<file path="src/rtl/core/szpc_pkg.sv">
// Shared types, constants and helpers of the sector-zero partition classifier.
// Used by szpc_front, szpc_queue, szpc_back and the top level; depends on nothing.
package szpc_pkg;

   localparam int TableEntries = 4;
   localparam int EntryIdxW    = $clog2(TableEntries);
   localparam int QueueDepth   = 2;

   localparam logic [15:0] TableBase   = 16'd446;
   localparam logic [15:0] TableEnd    = 16'd510;
   localparam logic [15:0] MinSector   = 16'd512;

   localparam logic [7:0] JmpShort     = 8'hEB;
   localparam logic [7:0] JmpNear      = 8'hE9;
   localparam logic [7:0] SigLow       = 8'h55;
   localparam logic [7:0] SigHigh      = 8'hAA;
   localparam logic [7:0] TypeProtect  = 8'hEE;

   // Entry status codes.
   localparam logic [1:0] StatusAccepted = 2'd0;
   localparam logic [1:0] StatusEmpty    = 2'd1;
   localparam logic [1:0] StatusNotFat   = 2'd2;
   localparam logic [1:0] StatusRange    = 2'd3;

   // Record kinds.
   localparam logic RecordEntry   = 1'b0;
   localparam logic RecordSummary = 1'b1;

   // Configuration register indexes.
   localparam logic CsrBytesPerSector = 1'b0;
   localparam logic CsrDiskSectors    = 1'b1;

   localparam int RspDataW = 80;

   // Everything the back end needs to emit the records of one sector.
   typedef struct packed {
      logic [TableEntries-1:0][7:0]  types;
      logic [TableEntries-1:0][31:0] starts;
      logic [TableEntries-1:0][31:0] sizes;
      logic                          sig_ok;
      logic                          boot_ok;
   } job_type;

   function automatic logic type_is_fat(input logic [7:0] t);
      type_is_fat = (t == 8'h0B) || (t == 8'h0C) || (t == 8'h1B) ||
                    (t == 8'h1C) || (t == 8'h1E) || (t == 8'hEF);
   endfunction

endpackage

</file>
<file path="src/rtl/core/szpc_front.sv">
// Front end: counts byte offsets, captures table entries and runs the boot-sector checks.
// Pushes one job per sector on its final byte. Depends on szpc_pkg.
module szpc_front (
   input  logic                  clock,
   input  logic                  reset,
   input  logic                  beat,
   input  logic [7:0]            data_byte,
   input  logic [15:0]           bytes_per_sector,
   output logic                  push,
   output szpc_pkg::job_type     job
);

   logic [15:0] offset_ff, offset_in;
   logic [7:0]  held_ff, held_in, held_cap;
   logic        pass_ff, pass_in, pass_cap;
   logic [1:0]  sig_ff, sig_in, sig_cap;
   logic [szpc_pkg::TableEntries-1:0][7:0]  types_ff, types_in, types_cap;
   logic [szpc_pkg::TableEntries-1:0][31:0] starts_ff, starts_in, starts_cap;
   logic [szpc_pkg::TableEntries-1:0][31:0] sizes_ff, sizes_in, sizes_cap;

   logic [15:0] pair;
   logic [15:0] rel;
   logic [15:0] final_off;
   logic [7:0]  data_dec;
   logic        in_table;
   logic        is_final;
   logic        len_ok;
   logic [szpc_pkg::EntryIdxW-1:0] idx;
   logic [3:0]  k;

   assign pair      = {data_byte, held_ff};
   assign rel       = offset_ff - szpc_pkg::TableBase;
   assign idx       = rel[4 +: szpc_pkg::EntryIdxW];
   assign k         = rel[3:0];
   assign in_table  = (offset_ff >= szpc_pkg::TableBase) && (offset_ff < szpc_pkg::TableEnd);
   assign final_off = bytes_per_sector - 16'd1;
   assign is_final  = (offset_ff == final_off);
   assign data_dec  = data_byte - 8'd1;
   // A programmed size of zero stands for 65536 bytes.
   assign len_ok    = (bytes_per_sector == 16'd0) || (bytes_per_sector >= szpc_pkg::MinSector);

   always_comb begin
      held_cap   = held_ff;
      pass_cap   = pass_ff;
      sig_cap    = sig_ff;
      types_cap  = types_ff;
      starts_cap = starts_ff;
      sizes_cap  = sizes_ff;
      case (offset_ff)
         16'd0: begin
            if (data_byte != szpc_pkg::JmpShort && data_byte != szpc_pkg::JmpNear) begin
               pass_cap = 1'b0;
            end
         end
         16'd11, 16'd14, 16'd17, 16'd19, 16'd22, 16'd36: held_cap = data_byte;
         16'd12: begin
            if (pair != bytes_per_sector || bytes_per_sector == 16'd0) begin
               pass_cap = 1'b0;
            end
         end
         16'd13: begin
            if (data_byte == 8'd0 || data_byte > 8'd128 || (data_byte & data_dec) != 8'd0) begin
               pass_cap = 1'b0;
            end
         end
         16'd15: begin
            if (pair == 16'd0) begin
               pass_cap = 1'b0;
            end
         end
         16'd16: begin
            if (data_byte == 8'd0) begin
               pass_cap = 1'b0;
            end
         end
         16'd18, 16'd20, 16'd23: begin
            if (pair != 16'd0) begin
               pass_cap = 1'b0;
            end
         end
         16'd37, 16'd38: held_cap = held_ff | data_byte;
         16'd39: begin
            if ((held_ff | data_byte) == 8'd0) begin
               pass_cap = 1'b0;
            end
         end
         16'd510: begin
            if (data_byte == szpc_pkg::SigLow) begin
               sig_cap[0] = 1'b1;
            end
         end
         16'd511: begin
            if (data_byte == szpc_pkg::SigHigh) begin
               sig_cap[1] = 1'b1;
            end
         end
         default: ;
      endcase
      if (in_table) begin
         if (k == 4'd4) begin
            types_cap[idx] = data_byte;
         end else if (k[3:2] == 2'd2) begin
            starts_cap[idx][8*k[1:0] +: 8] = data_byte;
         end else if (k[3:2] == 2'd3) begin
            sizes_cap[idx][8*k[1:0] +: 8] = data_byte;
         end
      end
   end

   always_comb begin
      job.types   = types_cap;
      job.starts  = starts_cap;
      job.sizes   = sizes_cap;
      job.sig_ok  = len_ok && (sig_cap == 2'b11);
      job.boot_ok = len_ok && (sig_cap == 2'b11) && pass_cap;
      push        = beat && is_final;
   end

   always_comb begin
      offset_in = offset_ff;
      held_in   = held_ff;
      pass_in   = pass_ff;
      sig_in    = sig_ff;
      types_in  = types_ff;
      starts_in = starts_ff;
      sizes_in  = sizes_ff;
      if (beat) begin
         if (is_final) begin
            // The sector is complete: start the next run from a clean slate.
            offset_in = 16'd0;
            held_in   = 8'd0;
            pass_in   = 1'b1;
            sig_in    = 2'b00;
            types_in  = '0;
            starts_in = '0;
            sizes_in  = '0;
         end else begin
            offset_in = offset_ff + 16'd1;
            held_in   = held_cap;
            pass_in   = pass_cap;
            sig_in    = sig_cap;
            types_in  = types_cap;
            starts_in = starts_cap;
            sizes_in  = sizes_cap;
         end
      end
   end

   always_ff @(posedge clock) begin
      if (reset) begin
         offset_ff <= 16'd0;
         held_ff   <= 8'd0;
         pass_ff   <= 1'b1;
         sig_ff    <= 2'b00;
      end else begin
         offset_ff <= offset_in;
         held_ff   <= held_in;
         pass_ff   <= pass_in;
         sig_ff    <= sig_in;
      end
   end

   always_ff @(posedge clock) begin
      types_ff  <= types_in;
      starts_ff <= starts_in;
      sizes_ff  <= sizes_in;
   end

endmodule

</file>
<file path="src/rtl/core/szpc_queue.sv">
// Short job queue between the front and back ends of the classifier.
// Holds whole sector jobs so either side can stall alone. Depends on szpc_pkg.
module szpc_queue (
   input  logic                  clock,
   input  logic                  reset,
   input  logic                  push,
   input  szpc_pkg::job_type     push_job,
   input  logic                  pop,
   output logic                  full,
   output logic                  head_valid,
   output szpc_pkg::job_type     head_job
);

   localparam int PtrW = $clog2(szpc_pkg::QueueDepth);
   localparam int CntW = $clog2(szpc_pkg::QueueDepth + 1);

   szpc_pkg::job_type slots_ff [szpc_pkg::QueueDepth];
   logic [PtrW-1:0] wr_ptr_ff, wr_ptr_in;
   logic [PtrW-1:0] rd_ptr_ff, rd_ptr_in;
   logic [CntW-1:0] count_ff, count_in;

   assign full       = (count_ff == CntW'(szpc_pkg::QueueDepth));
   assign head_valid = (count_ff != '0);
   assign head_job   = slots_ff[rd_ptr_ff];

   always_comb begin
      wr_ptr_in = push ? wr_ptr_ff + 1'b1 : wr_ptr_ff;
      rd_ptr_in = pop ? rd_ptr_ff + 1'b1 : rd_ptr_ff;
      count_in  = count_ff;
      if (push && !pop) begin
         count_in = count_ff + 1'b1;
      end else if (pop && !push) begin
         count_in = count_ff - 1'b1;
      end
   end

   always_ff @(posedge clock) begin
      if (reset) begin
         wr_ptr_ff <= '0;
         rd_ptr_ff <= '0;
         count_ff  <= '0;
      end else begin
         wr_ptr_ff <= wr_ptr_in;
         rd_ptr_ff <= rd_ptr_in;
         count_ff  <= count_in;
      end
   end

   always_ff @(posedge clock) begin
      if (push) begin
         slots_ff[wr_ptr_ff] <= push_job;
      end
   end

`ifndef SYNTHESIS
   assert property (@(posedge clock) disable iff (reset) !(push && full))
      else $error("job pushed into a full queue");
   assert property (@(posedge clock) disable iff (reset) !(pop && !head_valid))
      else $error("job popped from an empty queue");
   assert property (@(posedge clock) disable iff (reset)
      (push && !pop) |=> (count_ff == $past(count_ff) + 1'b1))
      else $error("queue count did not follow a push");
   assert property (@(posedge clock) disable iff (reset)
      count_ff <= CntW'(szpc_pkg::QueueDepth))
      else $error("queue count beyond depth");
`endif

endmodule

</file>
<file path="src/rtl/core/szpc_back.sv">
// Back end: turns one queued sector job into four entry records and a summary record.
// Owns the registered output stage. Depends on szpc_pkg.
module szpc_back (
   input  logic                          clock,
   input  logic                          reset,
   input  logic                          head_valid,
   input  szpc_pkg::job_type             head_job,
   input  logic [63:0]                   disk_sector_count,
   output logic                          pop,
   output logic                          rsp_tvalid,
   input  logic                          rsp_tready,
   output logic [szpc_pkg::RspDataW-1:0] rsp_tdata,
   output logic                          rsp_tuser,
   output logic                          rsp_tlast
);

   logic [2:0] rec_ff, rec_in;
   logic       valid_ff, valid_in;
   logic [szpc_pkg::RspDataW-1:0] data_ff, data_in;
   logic       user_ff, user_in;
   logic       last_ff, last_in;

   logic       load;
   logic       is_summary;
   logic [szpc_pkg::EntryIdxW-1:0] eidx;
   logic [7:0]  etype;
   logic [31:0] estart;
   logic [31:0] esize;
   logic [32:0] eend;
   logic [1:0]  status;
   logic        any_fat;
   logic        prot;
   logic [2:0]  entry_num;

   assign load       = head_valid && (!valid_ff || rsp_tready);
   assign is_summary = (rec_ff == 3'(szpc_pkg::TableEntries));
   assign eidx       = rec_ff[szpc_pkg::EntryIdxW-1:0];
   assign etype      = head_job.types[eidx];
   assign estart     = head_job.starts[eidx];
   assign esize      = head_job.sizes[eidx];
   assign eend       = {1'b0, estart} + {1'b0, esize};
   assign entry_num  = rec_ff + 3'd1;
   assign pop        = load && is_summary;

   always_comb begin
      if (etype == 8'd0) begin
         status = szpc_pkg::StatusEmpty;
      end else if (!szpc_pkg::type_is_fat(etype)) begin
         status = szpc_pkg::StatusNotFat;
      end else if (esize == 32'd0 || {31'd0, eend} > disk_sector_count) begin
         status = szpc_pkg::StatusRange;
      end else begin
         status = szpc_pkg::StatusAccepted;
      end
   end

   always_comb begin
      any_fat = 1'b0;
      for (int i = 0; i < szpc_pkg::TableEntries; i++) begin
         if (szpc_pkg::type_is_fat(head_job.types[i])) begin
            any_fat = 1'b1;
         end
      end
      prot = head_job.sig_ok && (head_job.types[0] == szpc_pkg::TypeProtect) &&
             (disk_sector_count >= 64'd2);
   end

   always_comb begin
      rec_in   = rec_ff;
      valid_in = valid_ff;
      data_in  = data_ff;
      user_in  = user_ff;
      last_in  = last_ff;
      if (load) begin
         valid_in = 1'b1;
         data_in  = '0;
         if (is_summary) begin
            rec_in      = 3'd0;
            user_in     = szpc_pkg::RecordSummary;
            last_in     = 1'b1;
            data_in[69] = head_job.sig_ok;
            data_in[70] = prot;
            data_in[71] = head_job.sig_ok && any_fat;
            data_in[72] = head_job.boot_ok;
         end else begin
            rec_in          = rec_ff + 3'd1;
            user_in         = szpc_pkg::RecordEntry;
            last_in         = 1'b0;
            data_in[2:0]    = entry_num;
            data_in[4:3]    = status;
            data_in[36:5]   = estart;
            data_in[68:37]  = esize;
         end
      end else if (rsp_tready) begin
         valid_in = 1'b0;
      end
   end

   always_ff @(posedge clock) begin
      if (reset) begin
         rec_ff   <= 3'd0;
         valid_ff <= 1'b0;
      end else begin
         rec_ff   <= rec_in;
         valid_ff <= valid_in;
      end
   end

   always_ff @(posedge clock) begin
      data_ff <= data_in;
      user_ff <= user_in;
      last_ff <= last_in;
   end

   assign rsp_tvalid = valid_ff;
   assign rsp_tdata  = data_ff;
   assign rsp_tuser  = user_ff;
   assign rsp_tlast  = last_ff;

endmodule

</file>
<file path="src/rtl/core/sector_zero_partition_classifier.sv">
// Sector-zero partition classifier, top level: configuration registers and the
// front end, job queue and back end. Accepts one sector byte per cycle while the
// job queue is not full. The first entry record passes the job queue and the
// registered output stage after the final byte's beat; the summary follows
// the four entry records. Only sectors under five bytes slow the input.
// Reset is synchronous: 512-byte sectors, zero disk sectors, queue and offset clear.
module sector_zero_partition_classifier (
   input  logic                          clock,
   input  logic                          reset,
   input  logic                          req_tvalid,
   output logic                          req_tready,
   input  logic [7:0]                    req_tdata,   // [7:0] data_byte
   output logic                          rsp_tvalid,
   input  logic                          rsp_tready,
   // [2:0] entry_number, [4:3] entry_status, [36:5] start_lba, [68:37] size_lba,
   // [69] signature_ok, [70] protective_gpt, [71] mbr_has_fat,
   // [72] fat_boot_sector, [79:73] zero
   output logic [szpc_pkg::RspDataW-1:0] rsp_tdata,
   output logic                          rsp_tuser,   // [0] record_kind
   output logic                          rsp_tlast,
   input  logic                          csr_we,
   input  logic                          csr_index,
   input  logic [63:0]                   csr_wdata
);

   logic [15:0] bps_ff, bps_in;
   logic [63:0] dsc_ff, dsc_in;

   logic              beat;
   logic              push;
   logic              pop;
   logic              full;
   logic              head_valid;
   szpc_pkg::job_type push_job;
   szpc_pkg::job_type head_job;

   always_comb begin
      bps_in = bps_ff;
      dsc_in = dsc_ff;
      if (csr_we) begin
         case (csr_index)
            szpc_pkg::CsrBytesPerSector: bps_in = csr_wdata[15:0];
            szpc_pkg::CsrDiskSectors:    dsc_in = csr_wdata;
            default: ;
         endcase
      end
   end

   always_ff @(posedge clock) begin
      if (reset) begin
         bps_ff <= szpc_pkg::MinSector;
         dsc_ff <= 64'd0;
      end else begin
         bps_ff <= bps_in;
         dsc_ff <= dsc_in;
      end
   end

   assign req_tready = !full;
   assign beat       = req_tvalid && req_tready;

   szpc_front u_front (
      .clock            (clock),
      .reset            (reset),
      .beat             (beat),
      .data_byte        (req_tdata),
      .bytes_per_sector (bps_ff),
      .push             (push),
      .job              (push_job)
   );

   szpc_queue u_queue (
      .clock      (clock),
      .reset      (reset),
      .push       (push),
      .push_job   (push_job),
      .pop        (pop),
      .full       (full),
      .head_valid (head_valid),
      .head_job   (head_job)
   );

   szpc_back u_back (
      .clock             (clock),
      .reset             (reset),
      .head_valid        (head_valid),
      .head_job          (head_job),
      .disk_sector_count (dsc_ff),
      .pop               (pop),
      .rsp_tvalid        (rsp_tvalid),
      .rsp_tready        (rsp_tready),
      .rsp_tdata         (rsp_tdata),
      .rsp_tuser         (rsp_tuser),
      .rsp_tlast         (rsp_tlast)
   );

endmodule

</file>
<file path="config.mk">
export PLATFORM = sky130hd
export DESIGN_NAME = sector_zero_partition_classifier
export DESIGN_NICKNAME = d
export VERILOG_FILES = /design/src/rtl/core/szpc_pkg.sv /design/src/rtl/core/szpc_front.sv /design/src/rtl/core/szpc_queue.sv /design/src/rtl/core/szpc_back.sv /design/src/rtl/core/sector_zero_partition_classifier.sv
export SDC_FILE = /design/constraint.sdc
export NUM_CORES = 2
export LEC_CHECK = 0
export BUFFER_PORTS_ARGS = -buffer_cell sky130_fd_sc_hd__buf_2
export CAP_MARGIN = 5
export CORE_ASPECT_RATIO = 1.75
export CORE_MARGIN = 2
export CORE_UTILIZATION = 46
export CTS_CLUSTER_SIZE = 20
export DETAILED_ROUTE_END_ITERATION = 8
export GPL_ROUTABILITY_DRIVEN = 1
export MAX_ROUTING_LAYER = met4
export SYNTH_ARGS = -nofsm -noshare
export SYNTH_HDL_FRONTEND = slang
export SYNTH_HIERARCHICAL = 1
export SYNTH_SLANG_ARGS = --single-unit
</file>
<file path="constraint.sdc">
create_clock -name clock -period 38.3 [get_ports clock]
set_clock_uncertainty 0.05 [all_clocks]
set_input_delay 3.83 -clock clock [delete_from_list [all_inputs] [get_ports clock]]
set_output_delay 3.83 -clock clock [all_outputs]
set_load 0.03 [all_outputs]
</file>
==> summary.md <==
| Metric | Value |
|---|---|
| Worst-Skew Late Latency | `710 ps` |
| Yosys top cell by area | `edfxtp_1` |
| Final Wtd Congestion | `about 0.92` |
| Worst EP arrival | `8950 ps` |
| Drt wl/cell | `between 20 and 30 um` |
| Number of max-cap violations | `0` |
| Syn Std Cell Area | `between 0.04 and 0.05 sq mm` |
| CTS clk-pin slew, worst paths | `~70 ps` |
| Core Area | `between 0.1 and 0.15 sq mm` |
| Worst setup margin | `between 20000 and 30000 ps` |
| DR WL met3 | `between 6 and 7 mm` |
| Largest cells by area after synthesis | `edfxtp_1 (57%), mux2_2 (5.1%), dfxtp_1 (4.7%)` |
| Hold WS | `around 440 ps` |
| Most frequent cells in the layout | `edfxtp_1 (942), nand2_1 (498), a21oi_1 (249)` |
| Adder-Cell Fraction of Synth Area | `1.97%` |
| Tmin final | `8560 ps` |
| Critical Path RT | `about 39000 ps` |
| Initial core utilization | `46.4%` |
| Yosys top cell area share | `a little under three fifths` |
| Worst VDD drop | `~0.03 mV` |
| Synth Area in Compound Gates | `around 8.9%` |
| First-pass GRT wire length | `between 150 and 200 mm` |
| Top_reg_cell synth | `edfxtp_1` |
| CP startpoint kind | `flop` |
| # rows | `between 150 and 200` |
| CTS Hold Buffers Added | `0` |
| Clk sinks | `1058` |
| Critical path, cell by cell | `buf_4 > buf_4 > buf_12 > mux2_2 > mux4_1 > ha_1 > nand3_1 > o22ai_1 > or3_1 > a21oi_2 > o21ai_1 > a21oi_1 > nor4_1 > nand4b_1 > ha_1 > nand4_1 > nor4_1 > a41oi_1 > a2bb2o_2 > a31oi_1 > a211oi_2` |
| Die Wd | `~250 um` |
| Synth cell types | `89` |
| Cells after Synth | `approximately 3800` |
| Crit Path Max Fanout | `roughly 130` |
| P&R area growth vs syn | `9.69%` |
| Clock tree from TritonCTS | `built` |
| Slowest cell on crit path | `buf_4` |
| TNS Setup | `0 ps` |
| Main combinational cell family by area after synthesis | `multiplexers` |
| Clock Tree Root | `clkbuf_16` |
| Critical path's top delay family | `buffers and inverters` |
| Tcrit/Tclk final | `between 20 and 25%` |
| FMAX | `117 MHz` |
| Xor/xnor share of the synthesized area | `1.46%` |
| CP Class | `reg2reg` |
| Longest Clk Path Bufs | `3` |
| Nets | `roughly 4000` |
| DRT Pass-1 Iters | `5` |
| Non-Filler Instances | `~5300` |
| I/O Pins | `between 150 and 200` |
| Setup bufs post-CTS | `0` |
| Simple-Gate Fraction of Synth Area | `a little over a tenth` |
| Post-synth EDFFs | `roughly 940` |
| Share of cells above drive strength 1 | `approximately a fifth` |
| Htree depth | `3` |
| Worst Hold Class | `reg2reg` |
| Commonest non-fill, non-tap cell in the layout | `edfxtp_1` |
| Dpl cells | `5131` |
| Cts repair resizes | `0` |
| RSZ-0062 raised after global routing | `no` |
| Largest net degree at the start of global routing | `between 150 and 200` |
| Total CTS buffers | `between 90 and 100` |
| Initial antenna violation count | `10` |
| Pre-CTS WS | `about 30000 ps` |
| Vias/cell | `about 5.8` |
| Die ar. | `0.111 sq mm` |
| Outcome | `complete, no violations` |
| Ys async rst share | `0%` |
| Top Metal Used | `met4` |
| 1st-iter DRT viols | `about 2500` |
| Crit end category | `flop` |
| GRT Total Usage | `roughly 25%` |
| Leakage | `between 15 and 20 nW` |
| Vias in the first global route | `about 30000` |
| Antenna viol nets, final | `0` |
| Multiplexer share of the synthesized area | `12.1%` |
| Worst-Margin Slew | `1240 ps` |
| GRT Residual Overflow | `0` |
| Total Power | `approximately 2.4 mW` |
| # DRC | `0` |
| Dpl hpwl | `~88 mm` |
| Cell Pwr Density | `around 43 mW/mm^2` |
| Met1 WL | `about 50 mm` |
| Post-synthesis register bit count | `between 1000 and 1500` |
| Final Hold Fails | `0` |
| Post-Syn Area per Cell | `around 13 sq um` |
| Port buffer count | `between 150 and 200` |
| Max-slew violations | `0` |
| Number of synthesis warnings | `6` |
| Die Y | `around 440 um` |
| Vias | `between 30000 and 40000` |
| Final setup viols | `0` |
| Worst slew margin | `between 10% and 20%` |
| Max stage delay on crit path | `slightly below 900 ps` |
| FILL cells | `approximately 9100` |
| Met2 wire length | `between 70 and 80 mm` |
| Register area share after synthesis | `roughly three fifths` |
| Final WL | `about 130 mm` |
| WP buf/inv | `3` |
worst register-to-register path: cells and delay by family (launching register included):
| family | cells | cell delay, ps |
|---|---|---|
| and+or+nand+nor | 6 | 1370 |
| buffers and inverters | 3 | 2370 |
| adders and majority gates | 2 | 720 |
| AOI/OAI and AO/OA | 8 | 1910 |
| DFF | 1 | 620 |
| muxes | 2 | 1250 |
state kept, by name, summed over array words and instances (netlist names), named ones only:
signal and count:
u_back/rec_ff 3, u_queue/count_ff 2, u_front/starts_ff 128, u_back/rsp_tvalid 1, u_back/rsp_tdata 73, u_queue/slots_ff 580
u_queue/rd_ptr_ff 1, u_front/sizes_ff 128, u_back/rsp_tlast 1, u_front/held_ff 8, u_front/offset_ff 16, u_front/pass_ff 1
u_front/types_ff 32, u_queue/wr_ptr_ff 1, bps_ff 16, dsc_ff 64, u_front/sig_ff 2
kinds of logic (layout without fill, tap and decap cells):
family,Yosys count,count (layout)
XOR/XNOR,83,83
adder cells (fa/ha/maj),78,78
AO/OA/AOI/OAI,692,692
AND/OR/NAND/NOR,1128,1128
flip-flops,1058,1058
multiplexers,432,432
buffers and inverters,323,460
other,1,11
through the flow:
stage / util, % / cell area [sq um]
after floorplan: - / 49800
after global placement: 48.0 / 51500
after detailed placement: 48.0 / 51500
after CTS: 50.9 / 54600
after global routing: 50.9 / 54600
final: 50.9 / 54600
synthesized netlist by cell type, types with 8 or more instances:
master,n
nand4_1,36
a21oi_1,249
nor2b_1,15
and3_1,10
mux2i_1,35
a21o_1,24
a211oi_1,17
and2_1,83
buf_4,13
ha_1,76
a21bo_2,46
xor2_1,36
mux2_4,100
edfxtp_1,942
nand3_1,222
nor4_1,44
buf_6,30
buf_1,15
nand2b_1,58
buf_2,66
mux2_2,225
dfxtp_1,116
inv_1,82
clkbuf_1,107
nor2_1,78
o22ai_1,12
nor3_1,34
mux4_2,63
o21a_1,145
o21ai_0,128
mux4_1,9
a31oi_1,8
nand2_1,499
xnor2_1,47
metal layers:
metal,vias to the layer above,track usage [%]
met5,-,-
met4,0,13.0
met3,262,3.31
met2,907,43.8
met1,15500,27.1
li1,14300,-
cell type report:
type	instances	area (sq um)	share of cell area, %
timing repair buffer	203	1190	2.18
inverter	82	309	0.566
tap	1368	1710	3.13
clock buffer	113	2490	4.57
clock inverter	62	604	1.11
multi-input combinational	2420	17700	32.3
sequential	1058	30600	56.1
antenna	4	10.0	0.0183
report_power, final:
group / switching, mW / internal [mW] / total [mW]
clock network: 0.435 / 0.534 / 0.969
logic: 0.0704 / 0.0325 / 0.103
registers: 0.00883 / 1.28 / 1.29
total: 0.514 / 1.84 / 2.36
final timing paths:
| path | start | endpoint | slack, ps | cells after the start |
|---|---|---|---|---|
| worst max-delay path | flop | u_back/rsp_tdata[4]$_SDFFCE_PP0P_ | 29740 | 21 |
| worst min register to register | u_queue/count_ff[1]$_SDFFE_PP0P_ | u_queue/count_ff[1]$_SDFFE_PP0P_ | 440 | 2 |
| worst min-delay path | u_queue/count_ff[1]$_SDFFE_PP0P_ | u_queue/count_ff[1]$_SDFFE_PP0P_ | 440 | 2 |
| worst max register to register | flop | u_back/rsp_tdata[4]$_SDFFCE_PP0P_ | 29740 | 21 |
No activity file was read; power rests on OpenSTA's default activity.
